[src/rtl/tdq_pkg.sv]
`timescale 1ns / 1ps
// ----------------------------------------------------------------------------
// tdq_pkg: shared types and constants for the tick delay queue scheduler
// holds request and event codes, list sizes and controller/datapath structs
// ----------------------------------------------------------------------------
package tdq_pkg;
	localparam int NumTasks = 16;
	localparam int IdW = 4;
	localparam int CntW = 5;
	localparam int TickW = 32;

	localparam logic [1:0] REQ_TICK  = 2'd0;
	localparam logic [1:0] REQ_DELAY = 2'd1;
	localparam logic [1:0] REQ_ADD   = 2'd2;

	localparam logic [1:0] EV_WAKE = 2'd0;
	localparam logic [1:0] EV_TICK = 2'd1;
	localparam logic [1:0] EV_CUR  = 2'd2;

	localparam logic [1:0] ERR_OK    = 2'd0;
	localparam logic [1:0] ERR_NOCUR = 2'd1;
	localparam logic [1:0] ERR_BAD   = 2'd2;

	localparam logic [1:0] LST_A = 2'd0;
	localparam logic [1:0] LST_B = 2'd1;
	localparam logic [1:0] LST_R = 2'd2;

	typedef struct packed {
		logic            load;      // capture request
		logic            tick_inc;  // advance counter, swap on wrap
		logic            recompute; // next_unblock from list heads
		logic            scan_clr;  // start a list scan
		logic            scan_step; // advance scan index
		logic [1:0]      scan_lst;  // list being scanned
		logic            ins_start; // start sorted insert
		logic            ins_step;  // one shift/compare step
		logic [1:0]      ins_lst;
		logic            ins_delay; // insert current task as delayed
		logic            pop_wake;  // pop normal head into holding reg
		logic            pop_ready; // pop ready head into current
		logic            set_add_wake;
		logic            upd_next;  // delay request next_unblock update
		logic            no_cur;    // clear current after empty switch
		logic            emit;
		logic [1:0]      emit_kind;
		logic [1:0]      emit_err;
		logic            emit_last;
		logic            emit_wake_ref;
	} tdq_cmd_t;

	typedef struct packed {
		logic [1:0]  req;
		logic        cur_valid;
		logic        cur_hit;    // add request names the current task
		logic        tick_wrap;  // counter is zero after an increment
		logic        due;        // normal head due and ready not full
		logic        tick_ge;    // tick >= next_unblock
		logic        scan_done;
		logic        scan_hit;   // id found in scanned list
		logic        ins_done;
		logic        bank_full;  // target delay bank full
		logic        ready_full;
		logic        ready_empty;
		logic        out_busy;
		logic        dly_bank;   // target bank of delay request
	} tdq_sts_t;
endpackage

[src/rtl/tdq_datapath.sv]
`timescale 1ns / 1ps
// ----------------------------------------------------------------------------
// tdq_datapath: tick counter, sorted lists and output register
// a sorted insert shifts a list one entry per cycle; a pop shifts the whole list at once
// ----------------------------------------------------------------------------
module tdq_datapath (
	input  logic                    clk,
	input  logic                    arst_n,
	input  tdq_pkg::tdq_cmd_t       cmd,
	output tdq_pkg::tdq_sts_t       sts,
	input  logic [1:0]              req_type,
	input  logic [3:0]              task_id,
	input  logic [31:0]             delay_ticks,
	input  logic                    out_stall,
	output logic                    out_valid,
	output logic [1:0]              event_kind,
	output logic [3:0]              task_ref,
	output logic                    task_present,
	output logic [31:0]             tick_now,
	output logic [31:0]             next_wake,
	output logic [1:0]              error_code,
	output logic                    last
);
	import tdq_pkg::*;

	logic [TickW-1:0] tick_q, next_q, delay_q, wake_new_q;
	logic [TickW-1:0] wake_q [NumTasks];
	logic [IdW-1:0]   lst_q [3][NumTasks];
	logic [CntW-1:0]  cnt_q [3];
	logic             nbank_q;
	logic [IdW-1:0]   cur_q, id_q, woke_q;
	logic             cur_v_q;
	logic [1:0]       req_q;
	logic [CntW-1:0]  idx_q;
	logic [IdW-1:0]   ins_id_q;
	logic [1:0]       out_kind_q, out_err_q;
	logic [IdW-1:0]   out_ref_q;
	logic             out_pres_q, out_last_q, out_v_q;
	logic [TickW-1:0] out_tick_q, out_next_q;

	logic [1:0]       nl, ol, sl, il;
	logic [TickW-1:0] tick_inc, wake_calc, nxt_calc;
	logic             dly_bank;

	assign nl = nbank_q ? LST_B : LST_A;
	assign ol = nbank_q ? LST_A : LST_B;
	assign sl = cmd.scan_lst;
	assign il = cmd.ins_lst;
	assign tick_inc = tick_q + 1'b1;
	assign wake_calc = tick_q + delay_q;
	assign dly_bank = (wake_calc < tick_q) ? ~nbank_q : nbank_q;

	always_comb begin
		if (cnt_q[nl] != '0)
			nxt_calc = wake_q[lst_q[nl][0]];
		else if (cnt_q[ol] != '0)
			nxt_calc = wake_q[lst_q[ol][0]];
		else
			nxt_calc = '1;
	end

	assign sts.req = req_q;
	assign sts.cur_valid = cur_v_q;
	assign sts.cur_hit = cur_v_q && (cur_q == id_q);
	assign sts.tick_wrap = (tick_q == '0);
	assign sts.due = (cnt_q[nl] != '0) && (wake_q[lst_q[nl][0]] <= tick_q)
		&& (cnt_q[LST_R] < CntW'(NumTasks));
	assign sts.tick_ge = tick_q >= next_q;
	assign sts.scan_done = idx_q >= cnt_q[sl];
	assign sts.scan_hit = (idx_q < cnt_q[sl]) && (lst_q[sl][idx_q[IdW-1:0]] == id_q);
	// insert point found when entry before idx is <= new wake, or idx is 0
	assign sts.ins_done = (idx_q == '0) ||
		(wake_q[lst_q[il][idx_q[IdW-1:0] - 1'b1]] <= wake_q[ins_id_q]);
	assign sts.bank_full = cnt_q[dly_bank ? LST_B : LST_A] >= CntW'(NumTasks);
	assign sts.ready_full = cnt_q[LST_R] >= CntW'(NumTasks);
	assign sts.ready_empty = cnt_q[LST_R] == '0;
	assign sts.out_busy = out_v_q;
	assign sts.dly_bank = dly_bank;

	always_ff @(posedge clk) begin
		if (cmd.load) begin
			req_q <= req_type;
			id_q <= task_id;
			delay_q <= delay_ticks;
		end
		if (cmd.scan_clr) idx_q <= '0;
		else if (cmd.scan_step) idx_q <= idx_q + 1'b1;
		else if (cmd.ins_start) idx_q <= cnt_q[il];
		else if (cmd.ins_step) idx_q <= idx_q - 1'b1;
		if (cmd.set_add_wake) wake_q[id_q] <= tick_q;
		if (cmd.ins_delay) begin
			wake_q[cur_q] <= wake_calc;
			wake_new_q <= wake_calc;
		end
		if (cmd.ins_start) ins_id_q <= cmd.ins_delay ? cur_q :
			(cmd.pop_wake ? lst_q[nl][0] : id_q);
		if (cmd.ins_step) begin
			if (sts.ins_done)
				lst_q[il][idx_q[IdW-1:0]] <= ins_id_q;
			else
				lst_q[il][idx_q[IdW-1:0]] <= lst_q[il][idx_q[IdW-1:0] - 1'b1];
		end
		if (cmd.pop_wake) begin
			woke_q <= lst_q[nl][0];
			for (int i = 0; i < NumTasks - 1; i++) lst_q[nl][i] <= lst_q[nl][i+1];
		end
		if (cmd.pop_ready)
			for (int i = 0; i < NumTasks - 1; i++) lst_q[LST_R][i] <= lst_q[LST_R][i+1];
		if (cmd.emit) begin
			out_kind_q <= cmd.emit_kind;
			out_err_q <= cmd.emit_err;
			out_last_q <= cmd.emit_last;
			if (cmd.emit_wake_ref) begin
				out_ref_q <= woke_q;
				out_pres_q <= 1'b1;
			end else begin
				out_ref_q <= cur_v_q ? cur_q : '0;
				out_pres_q <= cur_v_q;
			end
			out_tick_q <= tick_q;
			out_next_q <= next_q;
		end
	end

	always_ff @(posedge clk or negedge arst_n) begin
		if (!arst_n) begin
			tick_q <= '0;
			next_q <= '0;
			cnt_q[0] <= '0;
			cnt_q[1] <= '0;
			cnt_q[2] <= '0;
			nbank_q <= 1'b0;
			cur_q <= '0;
			cur_v_q <= 1'b0;
			out_v_q <= 1'b0;
		end else begin
			if (cmd.tick_inc) begin
				tick_q <= tick_inc;
				if (tick_inc == '0) nbank_q <= ~nbank_q;
			end
			if (cmd.recompute) next_q <= nxt_calc;
			if (cmd.upd_next && (next_q == '0 || wake_new_q < next_q))
				next_q <= wake_new_q;
			if (cmd.ins_delay) cnt_q[dly_bank ? LST_B : LST_A] <=
				cnt_q[dly_bank ? LST_B : LST_A] + 1'b1;
			if (cmd.pop_wake) begin
				cnt_q[nl] <= cnt_q[nl] - 1'b1;
				cnt_q[LST_R] <= cnt_q[LST_R] + 1'b1;
			end
			if (cmd.set_add_wake) cnt_q[LST_R] <= cnt_q[LST_R] + 1'b1;
			if (cmd.ins_delay) cur_v_q <= cur_v_q;
			if (cmd.pop_ready) begin
				cur_q <= lst_q[LST_R][0];
				cur_v_q <= 1'b1;
				cnt_q[LST_R] <= cnt_q[LST_R] - 1'b1;
			end
			if (cmd.no_cur) begin
				cur_q <= '0;
				cur_v_q <= 1'b0;
			end
			if (cmd.emit) out_v_q <= 1'b1;
			else if (!out_stall) out_v_q <= 1'b0;
		end
	end

	assign out_valid = out_v_q;
	assign event_kind = out_kind_q;
	assign task_ref = out_ref_q;
	assign task_present = out_pres_q;
	assign tick_now = out_tick_q;
	assign next_wake = out_next_q;
	assign error_code = out_err_q;
	assign last = out_last_q;
endmodule

[src/rtl/tdq_ctrl.sv]
`timescale 1ns / 1ps
// ----------------------------------------------------------------------------
// tdq_ctrl: request sequencer
// steps scans, sorted inserts and wake pops; emits one event per result
// ----------------------------------------------------------------------------
module tdq_ctrl (
	input  logic              clk,
	input  logic              arst_n,
	input  logic              in_valid,
	output logic              in_stall,
	input  tdq_pkg::tdq_sts_t sts,
	output tdq_pkg::tdq_cmd_t cmd
);
	import tdq_pkg::*;

	localparam logic [3:0] S_IDLE   = 4'd0;
	localparam logic [3:0] S_DEC    = 4'd1;
	localparam logic [3:0] S_TWAKE  = 4'd2;
	localparam logic [3:0] S_TINS   = 4'd3;
	localparam logic [3:0] S_TSUM   = 4'd4;
	localparam logic [3:0] S_DINS   = 4'd5;
	localparam logic [3:0] S_DSW    = 4'd6;
	localparam logic [3:0] S_SCAN   = 4'd7;
	localparam logic [3:0] S_AINS   = 4'd8;
	localparam logic [3:0] S_ACUR   = 4'd9;
	localparam logic [3:0] S_EMIT   = 4'd10;
	localparam logic [3:0] S_TNEXT  = 4'd11;
	localparam logic [3:0] S_TCHK   = 4'd12;

	logic [3:0] st_q, st_d;
	logic [1:0] lst_q, lst_d;
	logic [1:0] err_q, err_d;
	logic       bnk_q, bnk_d;

	assign in_stall = (st_q != S_IDLE);

	always_comb begin
		cmd = '0;
		st_d = st_q;
		lst_d = lst_q;
		err_d = err_q;
		bnk_d = bnk_q;
		cmd.scan_lst = lst_q;
		cmd.ins_lst = LST_R;
		unique case (st_q)
			S_IDLE: begin
				if (in_valid) begin
					cmd.load = 1'b1;
					st_d = S_DEC;
				end
			end
			S_DEC: begin
				case (sts.req)
					REQ_TICK: begin
						cmd.tick_inc = 1'b1;
						st_d = S_TCHK;
					end
					REQ_DELAY: begin
						if (!sts.cur_valid) begin
							err_d = ERR_NOCUR;
							st_d = S_EMIT;
						end else if (sts.bank_full) begin
							err_d = ERR_BAD;
							st_d = S_EMIT;
						end else begin
							cmd.ins_delay = 1'b1;
							cmd.ins_start = 1'b1;
							cmd.ins_lst = sts.dly_bank ? LST_B : LST_A;
							bnk_d = sts.dly_bank;
							st_d = S_DINS;
						end
					end
					REQ_ADD: begin
						err_d = ERR_OK;
						lst_d = LST_A;
						cmd.scan_clr = 1'b1;
						st_d = S_SCAN;
					end
					default: st_d = S_IDLE;
				endcase
			end
			S_TCHK: begin
				if (sts.tick_wrap) cmd.recompute = 1'b1;
				st_d = S_TNEXT;
			end
			S_TNEXT: begin
				st_d = sts.tick_ge ? S_TWAKE : S_TSUM;
			end
			S_TWAKE: begin
				if (sts.out_busy) begin
				end else if (sts.due) begin
					cmd.pop_wake = 1'b1;
					cmd.ins_start = 1'b1;
					st_d = S_TINS;
				end else begin
					cmd.recompute = 1'b1;
					st_d = S_TSUM;
				end
			end
			S_TINS: begin
				cmd.ins_step = 1'b1;
				if (sts.ins_done) begin
					cmd.emit = 1'b1;
					cmd.emit_kind = EV_WAKE;
					cmd.emit_wake_ref = 1'b1;
					st_d = S_TWAKE;
				end
			end
			S_TSUM: begin
				if (!sts.out_busy) begin
					cmd.emit = 1'b1;
					cmd.emit_kind = EV_TICK;
					cmd.emit_last = 1'b1;
					st_d = S_IDLE;
				end
			end
			S_DINS: begin
				cmd.ins_lst = bnk_q ? LST_B : LST_A;
				cmd.ins_step = 1'b1;
				if (sts.ins_done) begin
					cmd.upd_next = 1'b1;
					st_d = S_DSW;
				end
			end
			S_DSW: begin
				if (sts.ready_empty) cmd.no_cur = 1'b1;
				else cmd.pop_ready = 1'b1;
				err_d = ERR_OK;
				st_d = S_EMIT;
			end
			S_SCAN: begin
				if (sts.scan_hit) begin
					err_d = ERR_BAD;
					st_d = S_EMIT;
				end else if (sts.scan_done) begin
					if (lst_q == LST_R) begin
						if (sts.ready_full || sts.cur_hit) begin
							err_d = ERR_BAD;
							st_d = S_EMIT;
						end else begin
							cmd.set_add_wake = 1'b1;
							cmd.ins_start = 1'b1;
							st_d = S_AINS;
						end
					end else begin
						lst_d = lst_q + 1'b1;
						cmd.scan_clr = 1'b1;
					end
				end else begin
					cmd.scan_step = 1'b1;
				end
			end
			S_AINS: begin
				cmd.ins_step = 1'b1;
				if (sts.ins_done) st_d = S_ACUR;
			end
			S_ACUR: begin
				if (!sts.cur_valid) cmd.pop_ready = 1'b1;
				st_d = S_EMIT;
			end
			S_EMIT: begin
				if (!sts.out_busy) begin
					cmd.emit = 1'b1;
					cmd.emit_kind = EV_CUR;
					cmd.emit_err = err_q;
					cmd.emit_last = 1'b1;
					st_d = S_IDLE;
				end
			end
			default: st_d = S_IDLE;
		endcase
	end

	always_ff @(posedge clk or negedge arst_n) begin
		if (!arst_n) begin
			st_q <= S_IDLE;
			lst_q <= LST_A;
			err_q <= ERR_OK;
			bnk_q <= 1'b0;
		end else begin
			st_q <= st_d;
			lst_q <= lst_d;
			err_q <= err_d;
			bnk_q <= bnk_d;
		end
	end
endmodule

[src/rtl/tick_delay_queue_scheduler.sv]
`timescale 1ns / 1ps
// ----------------------------------------------------------------------------
// tick_delay_queue_scheduler: hardware task delay engine
// tick counter, two sorted delay lists, ready list and current task
// ----------------------------------------------------------------------------
// usage
// - request channel: in_valid/in_stall with req_type, task_id, delay_ticks
//   req_type tick, delay current task, or add task; code 3 gives no result
// - result channel: out_valid/out_stall with the event fields; last marks
//   the final result of a request
// - one request at a time: a tick does a sorted insert per woken task
//   (sorted insert walks the ready list one entry a cycle); add does a
//   membership scan of the three lists, one entry per cycle
// - the sequencer waits while the single output register is still full,
//   so a stalled receiver simply holds the engine
// - reset clears the counter, list counts and the current task; list
//   entries are never read before they are written
// ----------------------------------------------------------------------------
module tick_delay_queue_scheduler (
	input  logic        clk,
	input  logic        arst_n,
	input  logic        in_valid,
	output logic        in_stall,
	input  logic [1:0]  req_type,
	input  logic [3:0]  task_id,
	input  logic [31:0] delay_ticks,
	output logic        out_valid,
	input  logic        out_stall,
	output logic [1:0]  event_kind,
	output logic [3:0]  task_ref,
	output logic        task_present,
	output logic [31:0] tick_now,
	output logic [31:0] next_wake,
	output logic [1:0]  error_code,
	output logic        last
);
	import tdq_pkg::*;

	tdq_cmd_t cmd;
	tdq_sts_t sts;

	// sequencer: one request in flight
	tdq_ctrl u_ctrl (
		.clk      (clk),
		.arst_n   (arst_n),
		.in_valid (in_valid),
		.in_stall (in_stall),
		.sts      (sts),
		.cmd      (cmd)
	);

	// lists, counter and output register
	tdq_datapath u_dp (
		.clk          (clk),
		.arst_n       (arst_n),
		.cmd          (cmd),
		.sts          (sts),
		.req_type     (req_type),
		.task_id      (task_id),
		.delay_ticks  (delay_ticks),
		.out_stall    (out_stall),
		.out_valid    (out_valid),
		.event_kind   (event_kind),
		.task_ref     (task_ref),
		.task_present (task_present),
		.tick_now     (tick_now),
		.next_wake    (next_wake),
		.error_code   (error_code),
		.last         (last)
	);
endmodule

[config.mk]
export PLATFORM = sky130hd
export DESIGN_NAME = tick_delay_queue_scheduler
export DESIGN_NICKNAME = d
export VERILOG_FILES = /design/src/rtl/tdq_pkg.sv /design/src/rtl/tdq_datapath.sv /design/src/rtl/tdq_ctrl.sv /design/src/rtl/tick_delay_queue_scheduler.sv
export SDC_FILE = /design/constraint.sdc
export NUM_CORES = 2
export LEC_CHECK = 0
export BUFFER_PORTS_ARGS = -buffer_cell sky130_fd_sc_hd__buf_2
export CAP_MARGIN = 25
export CELL_PAD_IN_SITES_DETAIL_PLACEMENT = 1
export CELL_PAD_IN_SITES_GLOBAL_PLACEMENT = 1
export CORE_MARGIN = 5
export CORE_UTILIZATION = 40
export DETAILED_ROUTE_END_ITERATION = 8
export MAX_ROUTING_LAYER = met4
export PLACE_DENSITY_LB_ADDON = 0.1
export RECOVER_POWER = 25
export SKIP_LAST_GASP = 1
export SYNTH_ARGS = -nofsm -noshare
export SYNTH_HDL_FRONTEND = slang
export SYNTH_HIERARCHICAL = 1
export SYNTH_SLANG_ARGS = --single-unit
[constraint.sdc]
create_clock -name clk -period 28.3 [get_ports clk]
set_input_delay 4.245 -clock clk [delete_from_list [all_inputs] [get_ports clk]]
set_output_delay 4.245 -clock clk [all_outputs]
set_load 0.05 [all_outputs]
==> summary.txt <==
most frequent cells in the layout = nand2_1 (892), edfxtp_1 (856), o21ai_0 (682), mux4_2 (476), mux2i_1 (401)
Placed Instances = 7823
VDD IR-drop max = 0.1735 mV
initial antenna violation count = 6
grt ovf = 0
power per cell area = 113.3 nW/µm²
fmax = 49.58 MHz
Detailed Place HPWL = 186100 µm
H-Tree Level Count = 3
Worst Setup End Kind = flop
Slowest-stage cell, CP = clkbuf_1
post_cts resized = 0
Total Neg Setup Slack = 0 ns
Sw Share = 0.4761
via count of the routed design = 54644
Fin Clk Skew = 0.03154 ns
status = complete, but fails checks
CP delay by family, top = simple AND/OR/NAND/NOR gates
critical path type = flop to flop
Starting Density = 0.4021
CP Data Required Time = 28.94 ns
final setup fails = 0
fin. max-slew vios = 1098
Die X = 417.0 µm
Synth Area per Inst = 11.23 µm²
fin util = 0.4435
total wire length = 293200 µm
share of cells above drive strength 1 = 0.1804
Synth warnings = 6
clk sinks = 960
total power = 8280 µW
chip height = 417.0 µm
period utilization = 0.7127
number of I/O port buffers = 117
worst slew pin tran = 4.818 ns
Slew headroom = -2.212
Synth async-reset ratio = 0.09896
sequential power share = 0.228
number of remaining DRC errors = 0
commonest non-fill, non-tap cell in the layout = nand2_1
Core Area = 164800 µm²
crit-path max FO = 56
CP Buf/Inv Count = 9
Tot GR Track Use = 0.3381
DRT iter0 DRCs = 6467
Antenna Nets Post-Route = 0
TritonRoute pass-1 iters = 6
Startpoint Class = flop
Final Non-Filler Cells = 8060
largest net degree at the start of global routing = 136
Post-Syn Nets = 6151
path type of the worst min-delay path = flop to flop
P_sw = 3942 µW
Post-CTS Hold Fix Bufs = 0
drt via density = 6.780
first-pass GRT wire length = 414900 µm
CTS Buf Count = 118
sequential share of the synthesized area = 0.4265
fin crit period = 20.17 ns
crit-path max cell delay = 1.40 ns
clock latency at the later pin of the worst-skew pair = 0.78 ns
count of cell types in the netlist = 82
Layout area overhead = 10.30%
FP Rows = 149
Arr. time, crit path = 20.81 ns
Final GP Congestion = 0.9010
Syn Inst Count = 5900
Clock power frac = 0.197
Combinational Power Share = 0.575
CTS tree = built
endpoints failing hold = 0
RSZ-0062 raised after global routing = false
Clock Path Buffers = 3
Leakage = 0.02533 µW
clock root cell = clkbuf_16
die area = 173900 µm²
post-CTS setup buffer count = 0
failing checks = max-capacitance violations, max-slew violations
Top FF cell, synth = edfxtp_1
vias in the first global route = 54868
#FFs+latches synth = 960
max cap viols = 37
num ports = 118
hold_ws = 0.4769 ns
mapped cell area = 66270 µm²
wire length per cell = 36.38 µm
Nets = 6012
number of synthesized flops with an enable pin = 856
Pint = 4338 µW
CTS clk-pin slew, worst paths = 0.06 ns
==> registers in the layout, indices dropped and copies added (netlist names), 2 cells and up, named ones only <==
| register | count |
|---|---|
| u_ctrl/st_q | 4 |
| u_dp/tick_q | 32 |
| u_dp/next_q | 32 |
| u_dp/delay_q | 32 |
| u_dp/tick_now | 32 |
| u_dp/cnt_q | 15 |
| u_dp/ins_id_q | 4 |
| u_dp/wake_new_q | 32 |
| u_dp/woke_q | 4 |
| u_ctrl/err_q | 2 |
| u_dp/cur_q | 4 |
| u_dp/wake_q | 512 |
| u_dp/event_kind | 2 |
| u_dp/req_q | 2 |
| u_dp/task_ref | 4 |
| u_dp/error_code | 2 |
| u_dp/lst_q | 192 |
| u_dp/idx_q | 5 |
| u_dp/id_q | 4 |
| u_dp/next_wake | 32 |
| u_ctrl/lst_q | 2 |
==> through the flow <==
stage / cell area (µm²) / worst slack, ns
floorplan: 66270 / 14.86
global placement: 69310 / 11.28
finish: 73090 / 8.130
detailed placement: 69430 / 10.85
CTS: 73500 / 10.81
global route: 73080 / 7.716
==> logic make-up after synthesis <==
logic type | synth area share
simple gates | 0.1019
compound gates | 0.1197
mux | 0.2558
flops | 0.4265
buf+inv | 0.04237
fa+ha+maj | 0.03957
xor+xnor | 0.01414
==> layer usage <==
layer / track usage / part of all wire / routed length, µm
met3: 0.06418 / 0.089 / 26130
met2: 0.5157 / 0.45 / 133000
met1: 0.4454 / 0.41 / 119100
met5: - / 0 / 0
met4: 0.1405 / 0.051 / 15050
==> final timing paths <==
check | startpoint | endpoint | slack (ns) | cells after the start
worst max register to register | u_dp/tick_q[15] | u_dp/next_q[10] | 8.13 | 50
worst min-delay path | u_dp/next_q[1] | u_dp/next_wake[1] | 0.48 | 0
min in group asynchronous | arst_n | u_dp/tick_q[14] | 4.56 | 1
max in group asynchronous | arst_n | u_dp/nbank_q | 18.88 | 2
worst max-delay path | u_dp/tick_q[15] | u_dp/next_q[10] | 8.13 | 50
worst min register to register | u_dp/next_q[1] | u_dp/next_wake[1] | 0.48 | 0
==> final cells by class <==
| class | count | area (µm²) |
|---|---|---|
| Multi-Input combinational cell | 4229 | 35680 |
| Tap cell | 2189 | 2739 |
| Clock inverter | 82 | 933.4 |
| Sequential cell | 960 | 28280 |
| Antenna cell | 7 | 17.52 |
| Inverter | 155 | 583.1 |
| Fill cell | 17430 | 91710 |
| Clock buffer | 141 | 3144 |
| Timing Repair Buffer | 297 | 1712 |
==> synthesized netlist by cell type (all sizes together) (7+ instances only) <==
| library cell | number | area, µm² |
|---|---|---|
| a2111oi | 7 | 61.31 |
| a211oi | 61 | 457.9 |
| a21o | 51 | 382.9 |
| a21oi | 130 | 650.6 |
| a221oi | 9 | 78.83 |
| a22oi | 133 | 998.5 |
| a31oi | 72 | 450.4 |
| and2 | 49 | 306.5 |
| and3 | 46 | 287.8 |
| and4 | 34 | 297.8 |
| buf | 136 | 649.4 |
| clkbuf | 420 | 1577 |
| dfrtp | 95 | 2377 |
| dfxtp | 9 | 180.2 |
| edfxtp | 856 | 25700 |
| ha | 208 | 2603 |
| inv | 153 | 574.3 |
| mux2 | 191 | 2155 |
| mux2i | 407 | 4074 |
| mux4 | 476 | 10720 |
| nand2 | 900 | 3378 |
| nand2b | 17 | 106.4 |
| nand3 | 77 | 385.4 |
| nand3b | 7 | 52.55 |
| nand4 | 50 | 312.8 |
| nor2 | 158 | 595.6 |
| nor2b | 34 | 212.7 |
| nor3 | 56 | 291.5 |
| nor4 | 21 | 131.4 |
| o211ai | 22 | 165.2 |
| o21a | 15 | 112.6 |
| o21ai | 727 | 3638 |
| o21bai | 22 | 165.2 |
| o221ai | 34 | 297.8 |
| o31ai | 7 | 52.55 |
| or2 | 9 | 56.31 |
| or3 | 11 | 68.82 |
| xnor2 | 84 | 735.7 |
| xor2 | 23 | 201.4 |
==> power groups by stage <==
stage                     logic [µW]  registers, µW  clock network (µW)
after floorplan                 2870           2040                   0
after global placement          4580           1910                   0
after detailed placement        4650           1920                   0
after CTS                       4670           1890                1650
after global routing            4930           1900                1710
final                           4760           1890                1630
Note: power is estimated with default switching activity, not from simulation.
